**src/crs_pkg.sv**
```systemverilog
// ----------------------------------------------------------------------------
// crs_pkg
// Shared types and constants of the cursor ring store: sizes, request and
// status codes, and the structs that pass between the sequencer and the
// link memory.
// ----------------------------------------------------------------------------
package crs_pkg;

   localparam int CAPACITY   = 16;
   localparam int ELEM_WIDTH = 32;
   localparam int SLOT_W     = $clog2(CAPACITY);
   localparam int CNT_W      = $clog2(CAPACITY + 1);

   // Widths of the fields on the ports.
   localparam int VALUE_W = 32;
   localparam int COUNT_W = 5;

   typedef enum logic [1:0] {
      REQ_NEXT   = 2'd0,
      REQ_ADD    = 2'd1,
      REQ_REMOVE = 2'd2,
      REQ_BACK   = 2'd3
   } req_kind_type;

   typedef enum logic [1:0] {
      ST_OK       = 2'd0,
      ST_EMPTY    = 2'd1,
      ST_FULL     = 2'd2,
      ST_NOTFOUND = 2'd3
   } status_type;

   typedef logic [SLOT_W-1:0]     slot_type;
   typedef logic [ELEM_WIDTH-1:0] elem_type;
   typedef logic [CNT_W-1:0]      count_type;

   // Read address and three independent write ports of the link memory.
   typedef struct packed {
      slot_type raddr;
      logic     val_we;
      slot_type val_waddr;
      elem_type val_wdata;
      logic     nxt_we;
      slot_type nxt_waddr;
      slot_type nxt_wdata;
      logic     prv_we;
      slot_type prv_waddr;
      slot_type prv_wdata;
   } mem_cmd_type;

   typedef struct packed {
      elem_type value;
      slot_type nxt;
      slot_type prv;
   } mem_rd_type;

   typedef struct packed {
      status_type status;
      elem_type   elem;
      count_type  count;
      logic       has_mark;
      elem_type   mark_val;
   } result_type;

endpackage

```
**src/crs_link_mem.sv**
```systemverilog
// ----------------------------------------------------------------------------
// crs_link_mem
// Slot storage of the ring: value, forward link and backward link of each
// slot. One shared read address with registered data, one write port per
// array.
// ----------------------------------------------------------------------------
module crs_link_mem
   import crs_pkg::*;
(
   input  logic        clock,
   input  mem_cmd_type cmd,
   output mem_rd_type  rd
);

   elem_type value_mem_ff [CAPACITY];
   slot_type next_mem_ff  [CAPACITY];
   slot_type prev_mem_ff  [CAPACITY];
   mem_rd_type rd_ff;

   always_ff @(posedge clock) begin
      if (cmd.val_we) begin
         value_mem_ff[cmd.val_waddr] <= cmd.val_wdata;
      end
      if (cmd.nxt_we) begin
         next_mem_ff[cmd.nxt_waddr] <= cmd.nxt_wdata;
      end
      if (cmd.prv_we) begin
         prev_mem_ff[cmd.prv_waddr] <= cmd.prv_wdata;
      end
      rd_ff.value <= value_mem_ff[cmd.raddr];
      rd_ff.nxt   <= next_mem_ff[cmd.raddr];
      rd_ff.prv   <= prev_mem_ff[cmd.raddr];
   end

   assign rd = rd_ff;

endmodule

```
**src/crs_seq.sv**
```systemverilog
// ----------------------------------------------------------------------------
// crs_seq
// Sequencer of the ring: keeps head, marker, count and slot occupancy,
// walks the links one slot per cycle through the link memory and drives
// the single value comparator used by the remove search.
// ----------------------------------------------------------------------------
module crs_seq
   import crs_pkg::*;
(
   input  logic         clock,
   input  logic         reset,
   input  logic         start,
   input  req_kind_type start_kind,
   input  elem_type     start_value,
   output logic         idle,
   output logic         res_valid,
   input  logic         res_ready,
   output result_type   res,
   output mem_cmd_type  mem_cmd,
   input  mem_rd_type   mem_rd
);

   typedef enum logic [1:0] {
      S_IDLE,
      S_EXEC,
      S_LINK,
      S_DONE
   } state_type;

   state_type             state_ff,      state_in;
   req_kind_type          kind_ff,       kind_in;
   elem_type              value_ff,      value_in;
   slot_type              head_ff,       head_in;
   slot_type              mark_slot_ff,  mark_slot_in;
   logic                  mark_valid_ff, mark_valid_in;
   elem_type              mark_val_ff,   mark_val_in;
   count_type             count_ff,      count_in;
   logic [CAPACITY-1:0]   used_ff,       used_in;
   slot_type              cur_ff,        cur_in;
   count_type             iter_ff,       iter_in;
   slot_type              free_ff,       free_in;
   slot_type              prev_ff,       prev_in;
   status_type            status_ff,     status_in;
   elem_type              elem_ff,       elem_in;

   slot_type free_slot;
   logic     free_any;

   // Lowest-numbered free slot.
   always_comb begin
      free_slot = '0;
      free_any  = 1'b0;
      for (int i = CAPACITY - 1; i >= 0; i--) begin
         if (!used_ff[i]) begin
            free_slot = SLOT_W'(i);
            free_any  = 1'b1;
         end
      end
   end

   always_comb begin
      state_in      = state_ff;
      kind_in       = kind_ff;
      value_in      = value_ff;
      head_in       = head_ff;
      mark_slot_in  = mark_slot_ff;
      mark_valid_in = mark_valid_ff;
      mark_val_in   = mark_val_ff;
      count_in      = count_ff;
      used_in       = used_ff;
      cur_in        = cur_ff;
      iter_in       = iter_ff;
      free_in       = free_ff;
      prev_in       = prev_ff;
      status_in     = status_ff;
      elem_in       = elem_ff;
      mem_cmd       = '0;
      mem_cmd.raddr = head_ff;

      case (state_ff)
         S_IDLE: begin
            if (start) begin
               kind_in   = start_kind;
               value_in  = start_value;
               free_in   = free_slot;
               cur_in    = head_ff;
               iter_in   = '0;
               elem_in   = '0;
               status_in = ST_OK;
               if (start_kind != REQ_ADD && count_ff == '0) begin
                  status_in = ST_EMPTY;
                  state_in  = S_DONE;
               end else if (start_kind == REQ_ADD && !free_any) begin
                  status_in = ST_FULL;
                  state_in  = S_DONE;
               end else if (start_kind == REQ_ADD && count_ff == '0) begin
                  // First element links to itself in both directions.
                  mem_cmd.val_we    = 1'b1;
                  mem_cmd.val_waddr = free_slot;
                  mem_cmd.val_wdata = start_value;
                  mem_cmd.nxt_we    = 1'b1;
                  mem_cmd.nxt_waddr = free_slot;
                  mem_cmd.nxt_wdata = free_slot;
                  mem_cmd.prv_we    = 1'b1;
                  mem_cmd.prv_waddr = free_slot;
                  mem_cmd.prv_wdata = free_slot;
                  used_in[free_slot] = 1'b1;
                  head_in   = free_slot;
                  count_in  = CNT_W'(1);
                  state_in  = S_DONE;
               end else begin
                  state_in = S_EXEC;
               end
            end
         end

         S_EXEC: begin
            case (kind_ff)
               REQ_NEXT: begin
                  elem_in       = mem_rd.value;
                  mark_slot_in  = head_ff;
                  mark_valid_in = 1'b1;
                  mark_val_in   = mem_rd.value;
                  head_in       = mem_rd.nxt;
                  state_in      = S_DONE;
               end
               REQ_BACK: begin
                  head_in  = mem_rd.prv;
                  state_in = S_DONE;
               end
               REQ_ADD: begin
                  // New slot sits between the old head's predecessor and the head.
                  mem_cmd.val_we    = 1'b1;
                  mem_cmd.val_waddr = free_ff;
                  mem_cmd.val_wdata = value_ff;
                  mem_cmd.nxt_we    = 1'b1;
                  mem_cmd.nxt_waddr = free_ff;
                  mem_cmd.nxt_wdata = head_ff;
                  mem_cmd.prv_we    = 1'b1;
                  mem_cmd.prv_waddr = free_ff;
                  mem_cmd.prv_wdata = mem_rd.prv;
                  prev_in  = mem_rd.prv;
                  state_in = S_LINK;
               end
               REQ_REMOVE: begin
                  if (mem_rd.value == value_ff) begin
                     mem_cmd.nxt_we    = 1'b1;
                     mem_cmd.nxt_waddr = mem_rd.prv;
                     mem_cmd.nxt_wdata = mem_rd.nxt;
                     mem_cmd.prv_we    = 1'b1;
                     mem_cmd.prv_waddr = mem_rd.nxt;
                     mem_cmd.prv_wdata = mem_rd.prv;
                     used_in[cur_ff]   = 1'b0;
                     if (cur_ff == head_ff) begin
                        head_in = mem_rd.nxt;
                     end
                     if (mark_valid_ff && mark_slot_ff == cur_ff) begin
                        mark_valid_in = 1'b0;
                     end
                     count_in = count_ff - CNT_W'(1);
                     if (count_ff == CNT_W'(1)) begin
                        head_in       = '0;
                        mark_valid_in = 1'b0;
                     end
                     state_in = S_DONE;
                  end else if ((iter_ff + CNT_W'(1)) >= count_ff) begin
                     status_in = ST_NOTFOUND;
                     state_in  = S_DONE;
                  end else begin
                     // Follow the forward link; data arrives next cycle.
                     mem_cmd.raddr = mem_rd.nxt;
                     cur_in        = mem_rd.nxt;
                     iter_in       = iter_ff + CNT_W'(1);
                  end
               end
               default: begin
                  state_in = S_DONE;
               end
            endcase
         end

         S_LINK: begin
            mem_cmd.prv_we     = 1'b1;
            mem_cmd.prv_waddr  = head_ff;
            mem_cmd.prv_wdata  = free_ff;
            mem_cmd.nxt_we     = 1'b1;
            mem_cmd.nxt_waddr  = prev_ff;
            mem_cmd.nxt_wdata  = free_ff;
            used_in[free_ff]   = 1'b1;
            head_in            = free_ff;
            count_in           = count_ff + CNT_W'(1);
            state_in           = S_DONE;
         end

         S_DONE: begin
            if (res_ready) begin
               state_in = S_IDLE;
            end
         end

         default: begin
            state_in = S_IDLE;
         end
      endcase
   end

   always_ff @(posedge clock) begin
      if (reset) begin
         state_ff      <= S_IDLE;
         head_ff       <= '0;
         mark_slot_ff  <= '0;
         mark_valid_ff <= 1'b0;
         count_ff      <= '0;
         used_ff       <= '0;
      end else begin
         state_ff      <= state_in;
         head_ff       <= head_in;
         mark_slot_ff  <= mark_slot_in;
         mark_valid_ff <= mark_valid_in;
         count_ff      <= count_in;
         used_ff       <= used_in;
      end
      kind_ff     <= kind_in;
      value_ff    <= value_in;
      mark_val_ff <= mark_val_in;
      cur_ff      <= cur_in;
      iter_ff     <= iter_in;
      free_ff     <= free_in;
      prev_ff     <= prev_in;
      status_ff   <= status_in;
      elem_ff     <= elem_in;
   end

   assign idle         = (state_ff == S_IDLE);
   assign res_valid    = (state_ff == S_DONE);
   assign res.status   = status_ff;
   assign res.elem     = elem_ff;
   assign res.count    = count_ff;
   assign res.has_mark = mark_valid_ff;
   assign res.mark_val = mark_valid_ff ? mark_val_ff : '0;

   a_count_bound: assert property (@(posedge clock) disable iff (reset)
      count_ff <= CNT_W'(CAPACITY))
      else $error("element count above capacity");

   a_used_matches_count: assert property (@(posedge clock) disable iff (reset)
      $countones(used_ff) == int'(count_ff))
      else $error("occupied slots disagree with element count");

   a_mark_on_used: assert property (@(posedge clock) disable iff (reset)
      mark_valid_ff |-> used_ff[mark_slot_ff])
      else $error("marker points at a free slot");

   a_empty_head: assert property (@(posedge clock) disable iff (reset)
      count_ff == '0 |-> (head_ff == '0 && !mark_valid_ff))
      else $error("empty ring with nonzero head or live marker");

endmodule

```
**src/cursor_ring_store_unit.sv**
```systemverilog
// ----------------------------------------------------------------------------
// cursor_ring_store_unit
// Bounded circular doubly linked ring with a head cursor and a marker on the
// value last handed out. Requests are next, add, remove by value and back.
// ----------------------------------------------------------------------------
// From a request transfer, an error or an add to an empty ring goes straight to
// S_DONE; next and back pass through S_EXEC, add through S_EXEC and S_LINK, and
// remove stays in S_EXEC, walking from the head, until a hit or all are tried.
// One request at a time: the next request can be taken the cycle after the result
// moves into the output register, not before the last one is through the sequencer.
// Synchronous active-high reset empties the ring and clears the marker.
module cursor_ring_store_unit
   import crs_pkg::*;
(
   input  logic        clock,
   input  logic        reset,
   input  logic        req_tvalid,
   output logic        req_tready,
   input  logic [31:0] req_tdata,   // [31:0] value
   input  logic [1:0]  req_tuser,   // [1:0] req_type
   output logic        rsp_tvalid,
   input  logic        rsp_tready,
   output logic [71:0] rsp_tdata,   // [31:0] elem_out, [36:32] ring_count,
                                    // [68:37] marker_value, [71:69] zero
   output logic [2:0]  rsp_tuser    // [1:0] status, [2] has_marker
);

   logic        seq_idle;
   logic        res_valid;
   logic        res_ready;
   result_type  res;
   mem_cmd_type mem_cmd;
   mem_rd_type  mem_rd;

   logic        rsp_valid_ff, rsp_valid_in;
   logic [71:0] rsp_data_ff,  rsp_data_in;
   logic [2:0]  rsp_user_ff,  rsp_user_in;

   crs_link_mem u_mem (
      .clock (clock),
      .cmd   (mem_cmd),
      .rd    (mem_rd)
   );

   crs_seq u_seq (
      .clock       (clock),
      .reset       (reset),
      .start       (req_tvalid && seq_idle),
      .start_kind  (req_kind_type'(req_tuser)),
      .start_value (ELEM_WIDTH'(req_tdata)),
      .idle        (seq_idle),
      .res_valid   (res_valid),
      .res_ready   (res_ready),
      .res         (res),
      .mem_cmd     (mem_cmd),
      .mem_rd      (mem_rd)
   );

   assign req_tready = seq_idle;

   // The output register frees the sequencer as soon as a result is loaded.
   assign res_ready = !rsp_valid_ff || rsp_tready;

   always_comb begin
      rsp_valid_in = rsp_valid_ff;
      rsp_data_in  = rsp_data_ff;
      rsp_user_in  = rsp_user_ff;
      if (rsp_valid_ff && rsp_tready) begin
         rsp_valid_in = 1'b0;
      end
      if (res_valid && res_ready) begin
         rsp_valid_in = 1'b1;
         rsp_data_in  = {3'b000, VALUE_W'(res.mark_val), COUNT_W'(res.count),
                         VALUE_W'(res.elem)};
         rsp_user_in  = {res.has_mark, res.status};
      end
   end

   always_ff @(posedge clock) begin
      if (reset) begin
         rsp_valid_ff <= 1'b0;
      end else begin
         rsp_valid_ff <= rsp_valid_in;
      end
      rsp_data_ff <= rsp_data_in;
      rsp_user_ff <= rsp_user_in;
   end

   assign rsp_tvalid = rsp_valid_ff;
   assign rsp_tdata  = rsp_data_ff;
   assign rsp_tuser  = rsp_user_ff;

endmodule

```
**config.mk**
```make
export PLATFORM = sky130hd
export DESIGN_NAME = cursor_ring_store_unit
export DESIGN_NICKNAME = d
export VERILOG_FILES = /design/src/crs_pkg.sv /design/src/crs_link_mem.sv /design/src/crs_seq.sv /design/src/cursor_ring_store_unit.sv
export SDC_FILE = /design/constraint.sdc
export NUM_CORES = 1
export LEC_CHECK = 0
export ABC_AREA = 1
export BUFFER_PORTS_ARGS = -buffer_cell sky130_fd_sc_hd__buf_2
export CORE_ASPECT_RATIO = 0.9
export CORE_MARGIN = 5
export CORE_UTILIZATION = 65
export CTS_CLUSTER_SIZE = 12
export DETAILED_ROUTE_END_ITERATION = 6
export PLACE_DENSITY = 0.83
export SYNTH_ARGS = -nofsm -noshare
export SYNTH_HDL_FRONTEND = slang
export SYNTH_SLANG_ARGS = --single-unit
export TNS_END_PERCENT = 1
```
**constraint.sdc**
```tcl
create_clock -name clock -period 11.3 [get_ports clock]
set_input_delay 0 -clock clock [delete_from_list [all_inputs] [get_ports clock]]
set_output_delay 0 -clock clock [all_outputs]
set_load 0.01 [all_outputs]
```
# --- Yosys cells after proc, flatten, opt, wreduce, memory -nomap -nowiden ---
# Memories as Yosys holds them, arrays and structs flattened. A register that Yosys moved wholly into a read port is not among the register bits.
# Index checks and enable logic that the tools add are counted.
word_totals:
  ramBits: 640
  ff_bits: 222
  n_memories: 3
  out_inout_bits: 77
  romBits: 0
  word_cells: 210
  latchBits: 0
classes:
  add_sub_neg: 3
  multipliers: 0
  n_reduce_logical: 31
  n_div: 0
  n_eq_ne: 29
  order_cmp: 7
  bitwise_logic: 4
  shifts: 0
  mux: 114
memory_table:
  columns: ["memory", "words", "word_bits", "read_ports", "rd_clocked_by_memory_dff", "write_ports", "line_no", "text"]
  rows:
  - ["u_mem.value_mem_ff", 16, 32, 1, 1, 1, "crs_link_mem.sv:15", "elem_type value_mem_ff [CAPACITY];"]
  - ["u_mem.next_mem_ff", 16, 4, 1, 1, 1, "crs_link_mem.sv:16", "slot_type next_mem_ff [CAPACITY];"]
  - ["u_mem.prev_mem_ff", 16, 4, 1, 1, 1, "crs_link_mem.sv:17", "slot_type prev_mem_ff [CAPACITY];"]
op_table:
  columns: ["operator", "count"]
  rows:
  - ["$mux 55", 4]
  - ["$mux 4", 31]
  - ["$mux 16", 6]
  - ["$pmux 37 s2", 1]
  - ["$mux 32", 2]
  - ["$pmux 32 s2", 1]
  - ["$pmux 18 s3", 1]
  - ["$mux 5", 10]
  - ["$pmux 16 s3", 1]
  - ["$mux 37", 1]
  - ["$pmux 18 s2", 1]
  - ["$eq 32x32->1", 1]
  - ["$or 16x16->16", 2]
  - ["$mux 1", 30]
  - ["$mux 2", 12]
  - ["$pmux 4 s3", 2]
  - ["$mux 18", 1]
  - ["$and 16x16->16", 1]
  - ["$not 16->16", 1]
  - ["$lt 4x5->1 const B", 3]
  - ["$pmux 5 s3", 1]
  - ["$ne 2x1->1 const B", 7]
  - ["$demux 1 s4", 3]
  - ["$ge 4x1->1 const B", 3]
  - ["32 further kinds", 62]

# --- Longest topological paths before layout ---
# Gate-level depths: netlist of the first run.
depth:
  word_depth: 26
  ltp_mapped: 23

# --- Cells and area by module ---
# Synthesis of the first run repeated with hierarchy kept, for this count alone.
hier_totals:
  cells_unflattened: 3742
  hier_area_um2: 39002.4
by_module_without_submodules:
  columns: ["module", "seq_area_each_um2", "cells_each", "instances", "area_each_um2"]
  rows:
  - ["crs_link_mem", 20019.2, 2702, 1, 28625.0]
  - ["crs_seq", 4154.0, 956, 1, 8134.1]
  - ["cursor_ring_store_unit", 2182.1, 84, 1, 2243.4]

# --- Worst setup path after synthesis of the first run ---
# Ideal clock, no wire load.
synth_path:
  path_type: "reg2reg"
  startpoint: "register u_seq.state_ff[0]"
  endpoint: "register rsp_data_ff[0] (netlist: rsp_tdata[0]), enable pin"
  synth_period_minus_slack_ns: 4.624
  arrival_time_ns: 4.098
  path_stages_with_launch: 4
  path_buffers: 0
  setup_slack_ns: 6.676
  required_ns: 10.774
  path_cell_list: "dfxtp_1 -> ha_1 -> inv_1 -> a21oi_1"
synth_between:
  elab_chain_cells: 2
synth_lines:
  columns: ["element", "line_no", "text"]
  rows:
  - ["start: declaration", "crs_seq.sv:30", "state_type state_ff, state_in;"]
  - ["start signal: assignment", "crs_seq.sv:216", "state_ff <= state_in;"]
  - ["$eq 2x2->1", "crs_seq.sv:235", "assign res_valid = (state_ff == S_DONE);"]
  - ["$logic_and 1x1->1", "cursor_ring_store_unit.sv:71", "if (res_valid && res_ready) begin"]
  - ["end signal: assignment", "cursor_ring_store_unit.sv:85", "rsp_data_ff <= rsp_data_in;"]
  - ["end: declaration", "cursor_ring_store_unit.sv:36", "logic [71:0] rsp_data_ff, rsp_data_in;"]
# Every way passes these cells.
# A chain may end at the register's enable or synchronous reset.

# --- Final worst setup path of the first run ---
layout_path:
  startpoint: "register u_seq.iter_ff[0]"
  endpoint: "register u_mem.rd[17] (netlist name)"
layout_between:
  elab_chain_cells: 6
layout_lines:
  columns: ["element", "line_no", "text"]
  rows:
  - ["start: declaration", "crs_seq.sv:40", "count_type iter_ff, iter_in;"]
  - ["start signal: assignment", "crs_seq.sv:227", "iter_ff <= iter_in;"]
  - ["$add 5x1->5", "crs_seq.sv:166", "end else if ((iter_ff + CNT_W'(1)) >= count_ff) begin"]
  - ["$ge 5x5->1", "crs_seq.sv:166", null]
  - ["$mux 4", "crs_seq.sv:166", null]
  - ["$mux 4", "crs_seq.sv:146", "if (mem_rd.value == value_ff) begin"]
  - ["$mux 4", "crs_seq.sv:118", "case (kind_ff)"]
  - ["$mux 4", "crs_seq.sv:80", "case (state_ff)"]
# Every way passes these cells.

==> reports/results.tsv, run 1 <==
stage	metric	value	unit
setup_path	CP max-delay cell	buf_4	
timing	period utilization	44.0	%
setup_path	Worst path top cell family by delay	buffers and inverters	
setup_path	critical path class	reg2reg	
timing	Final setup violation count	0	
setup_path	Worst setup SP type	flop	
setup_path	FF-to-FF Start	u_seq.iter_ff[0]	
clock_tree	Num CTS Buffers	87	
cells_and_area	Final Non-Filler Cells	4755	
timing	Max Slew Vio Count	0	
clock_tree	clock root buffer	clkbuf_16	
timing	Worst-Margin Slew	1.24	ns
placement	hpwl dp	54600	microns
routing	# DRC	0	
clock_tree	clk buf depth	3	
setup_path	r2r endpoint	u_mem.rd[17]	
timing	RSZ-0062 raised after global routing	false	
logic_synthesis	Unique masters post-synth	45	
routing	Routed WL	98200	microns
global_route	largest net degree at the start of global routing	156	
logic_synthesis	post-synth top area cell	edfxtp_1	
die	die width	268	microns
run	# Max-Cap Violations	0	
setup_path	Crit Path Max Fanout	93	
global_route	first-pass GRT wire length	149000	microns
outcome	status	complete, no violations	
min_path	min-delay src	req_tdata[23]	
logic_synthesis	synthesized area	0.0389	sq mm
min_path	WHS Endpoint	u_seq.value_ff[23]	
timing	min Tclk post-route	4.97	ns
placement	buffers added on ports	111	
routing	Starting DRT DRC Count	3931	
die	Starting Density	65.3	%
global_route	grt total ovfl	0	
cells_and_area	final net count	3969	
global_route	GR Util All Layers	29.8	%
die	core footprint	0.0596	sq mm
cells_and_area	Area growth syn-to-layout	11.0	%
logic_synthesis	Cells after Synth	3781	
routing	Detail Route Antenna Nets	0	
die	I/O pin count	115	
min_path	Hold/Removal Path Class	in2reg	
min_path	hold path depth	2	
setup_path	Worst setup startpoint	u_seq.iter_ff[0]	
setup_path	critical-path cell list	ha_1 -> nand2_1 -> inv_1 -> nand2_1 -> xor2_1 -> inv_1 -> ha_1 -> nand2_1 -> inv_2 -> nand3_1 -> o221ai_2 -> a21oi_4 -> nand3_4 -> o21ai_4 -> buf_4 -> buf_4 -> nand3_1 -> nand3_1 -> nand3_1 -> nand2_1	
placement	placed cells	4570	
logic_synthesis	Synth top area share	64.0	%
logic_synthesis	warning count from the yosys run	0	
logic_synthesis	post-synthesis sequential area ratio	67.7	%
cells_and_area	commonest cells after routing, fill and taps aside	1007 x nand2_1, 829 x edfxtp_1, 725 x inv_1	
global_route	initial antenna violation count	5	
clock_tree	# H-tree levels	3	
pwr	pwr/cell area	230	mW/mm^2
clock_tree	total setup buffers inserted after CTS	0	
placement	Routability Congestion	0.921	
setup_path	CP required	11.88	ns
clock_tree	Skew-Pair Late Insertion Delay	0.64	ns
cells_and_area	commonest non-fill, non-tap cell in the layout	nand2_1	
pwr	VDD IR-drop max	172	uV
logic_synthesis	Yosys reg bits	902	
timing	Rel. slew slack	17.1	%
setup_path	Critical Path Max Stage Delay	1.07	ns
die	num rows	85	
routing	vias	27600	
timing	sum of negative setup slack	0	ns
clock_tree	clk sink count	902	
timing	Layout Skew	0.0253	ns
setup_path	WP data arrival	5.55	ns
logic_synthesis	Synth Area per Inst	10.3	sq um
cells_and_area	layout cells sized above 1	7.78	%
routing	DRT Pass-1 Iters	7	
setup_path	Worst R2R Path Depth	20	
setup_path	CP Capture Type	flop	
routing	drt via density	5.80	
routing	detailed-route wire length per cell	20.6	microns
timing	Fmax	0.201	GHz
die	Die Span Y	242	microns
global_route	vias in the first global route	26300	
die	die area	0.0649	sq mm
logic_synthesis	largest cells by area after synthesis	edfxtp_1 64%, nand2_1 9.7%, nand3_1 7.4%	
timing	Hold WS	0.0831	ns
setup_path	buffers plus inverters on the worst setup path	5	
cells_and_area	Util after Layout	72.5	%
clock_tree	Reg clk slew, reported paths	0.06	ns
timing	Fin. Hold Viols	0	
pwr	Leakage	0.0186	uW
setup_path	R2R Setup Slk	6.33	ns
clock_tree	TritonCTS clock tree	built	
synthesized netlist by cell type, drive strengths merged:
master / count
a211oi: 5
a21o: 1
a21oi: 66
a221oi: 2
a22o: 22
a31oi: 3
and3: 1
buf: 112
clkbuf: 51
clkinv: 2
conb: 1
dfxtp: 73
edfxtp: 829
ha: 18
inv: 734
nand2: 1011
nand3: 579
nand4: 11
nor2: 123
nor3: 13
nor3b: 1
o211ai: 2
o21a: 1
o21ai: 71
o21bai: 3
o221ai: 1
o22ai: 12
o31ai: 2
o41ai: 2
or2: 3
xnor2: 4
xor2: 22
state kept, by name, indices dropped and copies added, names as in the netlist, 5 cells and up:
| register | flops |
|---|---|
| u_seq.count_ff | 5 |
| u_mem.rd | 40 |
| u_seq.value_ff | 32 |
| rsp_tdata | 69 |
| u_seq.elem_ff | 32 |
| u_mem.prev_mem_ff | 64 |
| u_seq.iter_ff | 5 |
| u_seq.mark_val_ff | 32 |
| u_seq.used_ff | 16 |
| u_mem.value_mem_ff | 512 |
| u_mem.next_mem_ff | 64 |
final cells by class:
| type | instances | area [sq um] |
|---|---|---|
| Fill cell | 3868 | 16400 |
| Timing Repair Buffer | 204 | 1350 |
| Sequential cell | 902 | 26400 |
| Antenna cell | 1 | 2.50 |
| Inverter | 736 | 2760 |
| Multi-Input combinational cell | 1982 | 9170 |
| Clock inverter | 9 | 125 |
| Tap cell | 783 | 980 |
| Clock buffer | 138 | 2430 |
per-stage QoR:
step	total power, uW	cell area, sq um	setup WS, ns
2_1_floorplan	6310	38900	6.68
3_3_place_gp	7120	40200	6.67
3_5_place_dp	7220	40200	6.50
4_1_cts	9900	43200	6.46
5_1_grt	10400	43200	6.03
6_report	9950	43200	6.33
cell families after synthesis:
| logic type | count (synthesis) | synth area share (%) |
|---|---|---|
| and+or+nand+nor | 1742 | 18.9 |
| DFF | 902 | 67.7 |
| buffers and inverters | 899 | 9.20 |
| AOI/OAI and AO/OA | 193 | 2.98 |
| xor gates and xnor gates | 26 | 0.585 |
| adders and majority gates | 18 | 0.579 |
| other | 1 | 0.00964 |
worst max-delay path by stage:
stage                    to  slack (ns)  depth (start not counted)
6_report       u_mem.rd[17]        6.33                         20
3_5_place_dp   u_mem.rd[31]        6.50                         21
2_1_floorplan  rsp_tdata[0]        6.68                          3
5_1_grt        u_mem.rd[31]        6.03                         21
3_3_place_gp    u_mem.rd[0]        6.67                         20
4_1_cts        u_mem.rd[17]        6.46                         20
power by group:
part	switching (uW)	internal, uW	leakage [uW]
registers	329	4210	0.00835
logic	1980	750	0.00905
clock network	1180	1500	0.00123
repair_timing:
item | in CTS | in global routing
hold buffers | 37 | 0
hold endpoints to repair | 192 | 0
resized for setup | 0 | 0
per-layer routing:
metal / vias to the layer above / part of all wire (%) / track usage, %
met3: 319 / 13 / 7.07
met5: - / 0.064 / 0
li1: 12500 / - / -
met2: 1908 / 46 / 46.8
met1: 12800 / 37 / 40.8
met4: 6 / 3.9 / 11.7
Power figures use the tool's default switching activity.
==> run 2, diff against run 1 <==
--- a/config.mk
+++ b/config.mk
@@ -9,10 +9,10 @@
 export BUFFER_PORTS_ARGS = -buffer_cell sky130_fd_sc_hd__buf_2
 export CORE_ASPECT_RATIO = 0.9
 export CORE_MARGIN = 5
-export CORE_UTILIZATION = 65
+export CORE_UTILIZATION = 62
 export CTS_CLUSTER_SIZE = 12
 export DETAILED_ROUTE_END_ITERATION = 6
-export PLACE_DENSITY = 0.83
+export PLACE_DENSITY = 0.79
 export SYNTH_ARGS = -nofsm -noshare
 export SYNTH_HDL_FRONTEND = slang
 export SYNTH_SLANG_ARGS = --single-unit
==> constraint.sdc (replaced) <==
create_clock -name clock -period 4.6 [get_ports clock]
set_input_delay 0 -clock clock [delete_from_list [all_inputs] [get_ports clock]]
set_output_delay 0 -clock clock [all_outputs]
set_load 0.01 [all_outputs]
==> run 2 against run 1 <==
Compared with the run above: combinational power rose to 2.5 times the previous value; global-route usage fell by 1.3 points; power increased by 150%; non-clock buffer count increased by 33; via count shrank 1.3%; cell count increased by 2.2%; critical path depth is 1 lower; sequential power is 150% higher; sequential cell count unchanged; worst setup slack worse by 5.7 ns; highest routed layer unchanged.
==> reports/results.tsv, run 2 (synthesized netlist as in run 1, its figures left out) <==
stage	metric	value	unit
placement	buffers added on ports	111	
cells_and_area	Util after Layout	70.2	%
timing	sum of negative setup slack	0	ns
cells_and_area	commonest cells after routing, fill and taps aside	1007 x nand2_1, 829 x edfxtp_1, 725 x inv_1	
routing	Detail Route Antenna Nets	0	
die	die width	274	microns
placement	hpwl dp	57700	microns
global_route	initial antenna violation count	2	
setup_path	WP data arrival	4.50	ns
routing	vias	27200	
cells_and_area	# fillers	4279	
timing	Max Slew Vio Count	0	
cells_and_area	Final Non-Filler Cells	4861	
clock_tree	clk buf depth	3	
timing	period utilization	86.2	%
timing	RSZ-0062 raised after global routing	false	
clock_tree	clock root buffer	clkbuf_16	
clock_tree	TritonCTS clock tree	built	
pwr	post-layout power	24700	uW
routing	DRT Pass-1 Iters	7	
die	die area	0.0679	sq mm
global_route	vias in the first global route	25500	
cells_and_area	Area growth syn-to-layout	12.6	%
cells_and_area	max reg flops	512	
run	# Max-Cap Violations	0	
timing	Layout Skew	0.0238	ns
pwr	VDD IR-drop max	437	uV
clock_tree	Num CTS Buffers	89	
pwr	pwr/cell area	564	mW/mm^2
cells_and_area	Biggest register	u_mem.value_mem_ff	
setup_path	CP Capture Type	flop	
global_route	first-pass GRT wire length	147000	microns
timing	Fin. Hold Viols	0	
placement	placed cells	4664	
outcome	status	complete, no violations	
clock_tree	Reg clk slew, reported paths	0.06	ns
routing	# DRC	0	
routing	Starting DRT DRC Count	3335	
timing	Fmax	0.252	GHz
setup_path	Worst setup SP type	flop	
cells_and_area	final net count	4004	
global_route	largest net degree at the start of global routing	87	
cells_and_area	commonest non-fill, non-tap cell in the layout	nand2_1	
cells_and_area	layout cells sized above 1	8.69	%
clock_tree	CTS-repair resized insts	0	
global_route	GR Util All Layers	28.4	%
placement	Routability Congestion	0.935	
clock_tree	clk sink count	902	
timing	Worst-Margin Slew	0.937	ns
die	num rows	87	
setup_path	CP required	5.13	ns
clock_tree	total setup buffers inserted after CTS	0	
min_path	Hold/Removal Path Class	in2reg	
clock_tree	# H-tree levels	3	
setup_path	Crit Path Max Fanout	21	
routing	drt via density	5.60	
timing	Final setup violation count	0	
pwr	Leakage	0.0189	uW
setup_path	critical path class	reg2reg	
die	Die Span Y	248	microns
cells_and_area	n_diodes	0	
die	Starting Density	62.4	%
clock_tree	Skew-Pair Late Insertion Delay	0.65	ns
routing	Routed WL	97200	microns
die	core footprint	0.0624	sq mm
routing	detailed-route wire length per cell	20.0	microns
die	I/O pin count	115	
global_route	grt total ovfl	0	
timing	min Tclk post-route	3.97	ns
timing	Rel. slew slack	37.4	%
## run 2: changes by cell type in the layout (fill, tap and decap cells not counted), sizes merged
cell / change
buf: +32
clkinv: +6
clkbuf: +2
clkinvlp: +2
inv: +2
diode: -1
dlygate4sd3: +1
## run 2: worst paths after layout
check	from	cells after the start	slack [ns]	endpoint
max	u_seq.iter_ff[0]	19	0.63	u_mem.rd[24]
min	req_tdata[12]	2	0.08	u_seq.value_ff[12]
max reg2reg	u_seq.iter_ff[0]	19	0.63	u_mem.rd[24]
min reg2reg	u_seq.elem_ff[17]	0	0.41	rsp_tdata[17]
## run 2: layout make-up
class	count	area [sq um]	area share, %
flip-flops and latches	902	26400	60.2
multi-input cells	1982	9170	20.9
inverters	736	2760	6.31
clock buffers	140	2460	5.62
repair buffers	237	1830	4.19
well taps	845	1060	2.41
clock inverters	19	161	0.368
## run 2: routing by layer
metal	up-vias	part of all wire [%]	track usage, %
met5	-	0.013	0
met4	2	3.8	10.6
met3	276	11	6.49
met2	1546	47	45.9
met1	12800	38	38.4
li1	12600	-	-
## run 2: critical path: stages (launching register included)
cell	delay, ns
edfxtp_1	0.44
ha_1	0.24
nand2_1	0.06
inv_1	0.07
nand2_1	0.08
xor2_1	0.21
inv_1	0.07
ha_1	0.36
nand2_1	0.12
inv_2	0.06
nand3_1	0.07
o221ai_2	0.20
a21oi_4	0.09
nand3_4	0.19
inv_2	0.08
o21ai_4	0.72
inv_2	0.22
buf_4	0.35
nand3_1	0.17
nand2_1	0.05
## run 2: through the flow
step                hold WS, ns  worst slack [ns]  instance area (sq um)
floorplan                0.0691             0.797                  38900
finish                   0.0842             0.634                  43800
global placement          0.191             0.891                  40800
CTS                      0.0533             0.730                  43800
detailed placement        0.194             0.783                  40800
global route             0.0785             0.336                  43800
## run 2: power breakdown
part / internal, uW / total, uW / switching (uW)
combinational: 2020 / 6860 / 4840
sequential: 10300 / 11200 / 808
clock: 3730 / 6680 / 2950
## run 2: what timing repair did
item	CTS	global route
hold buffers	38	0
endpoints found under the hold margin	233	0
endpoints found under the setup margin	0	0
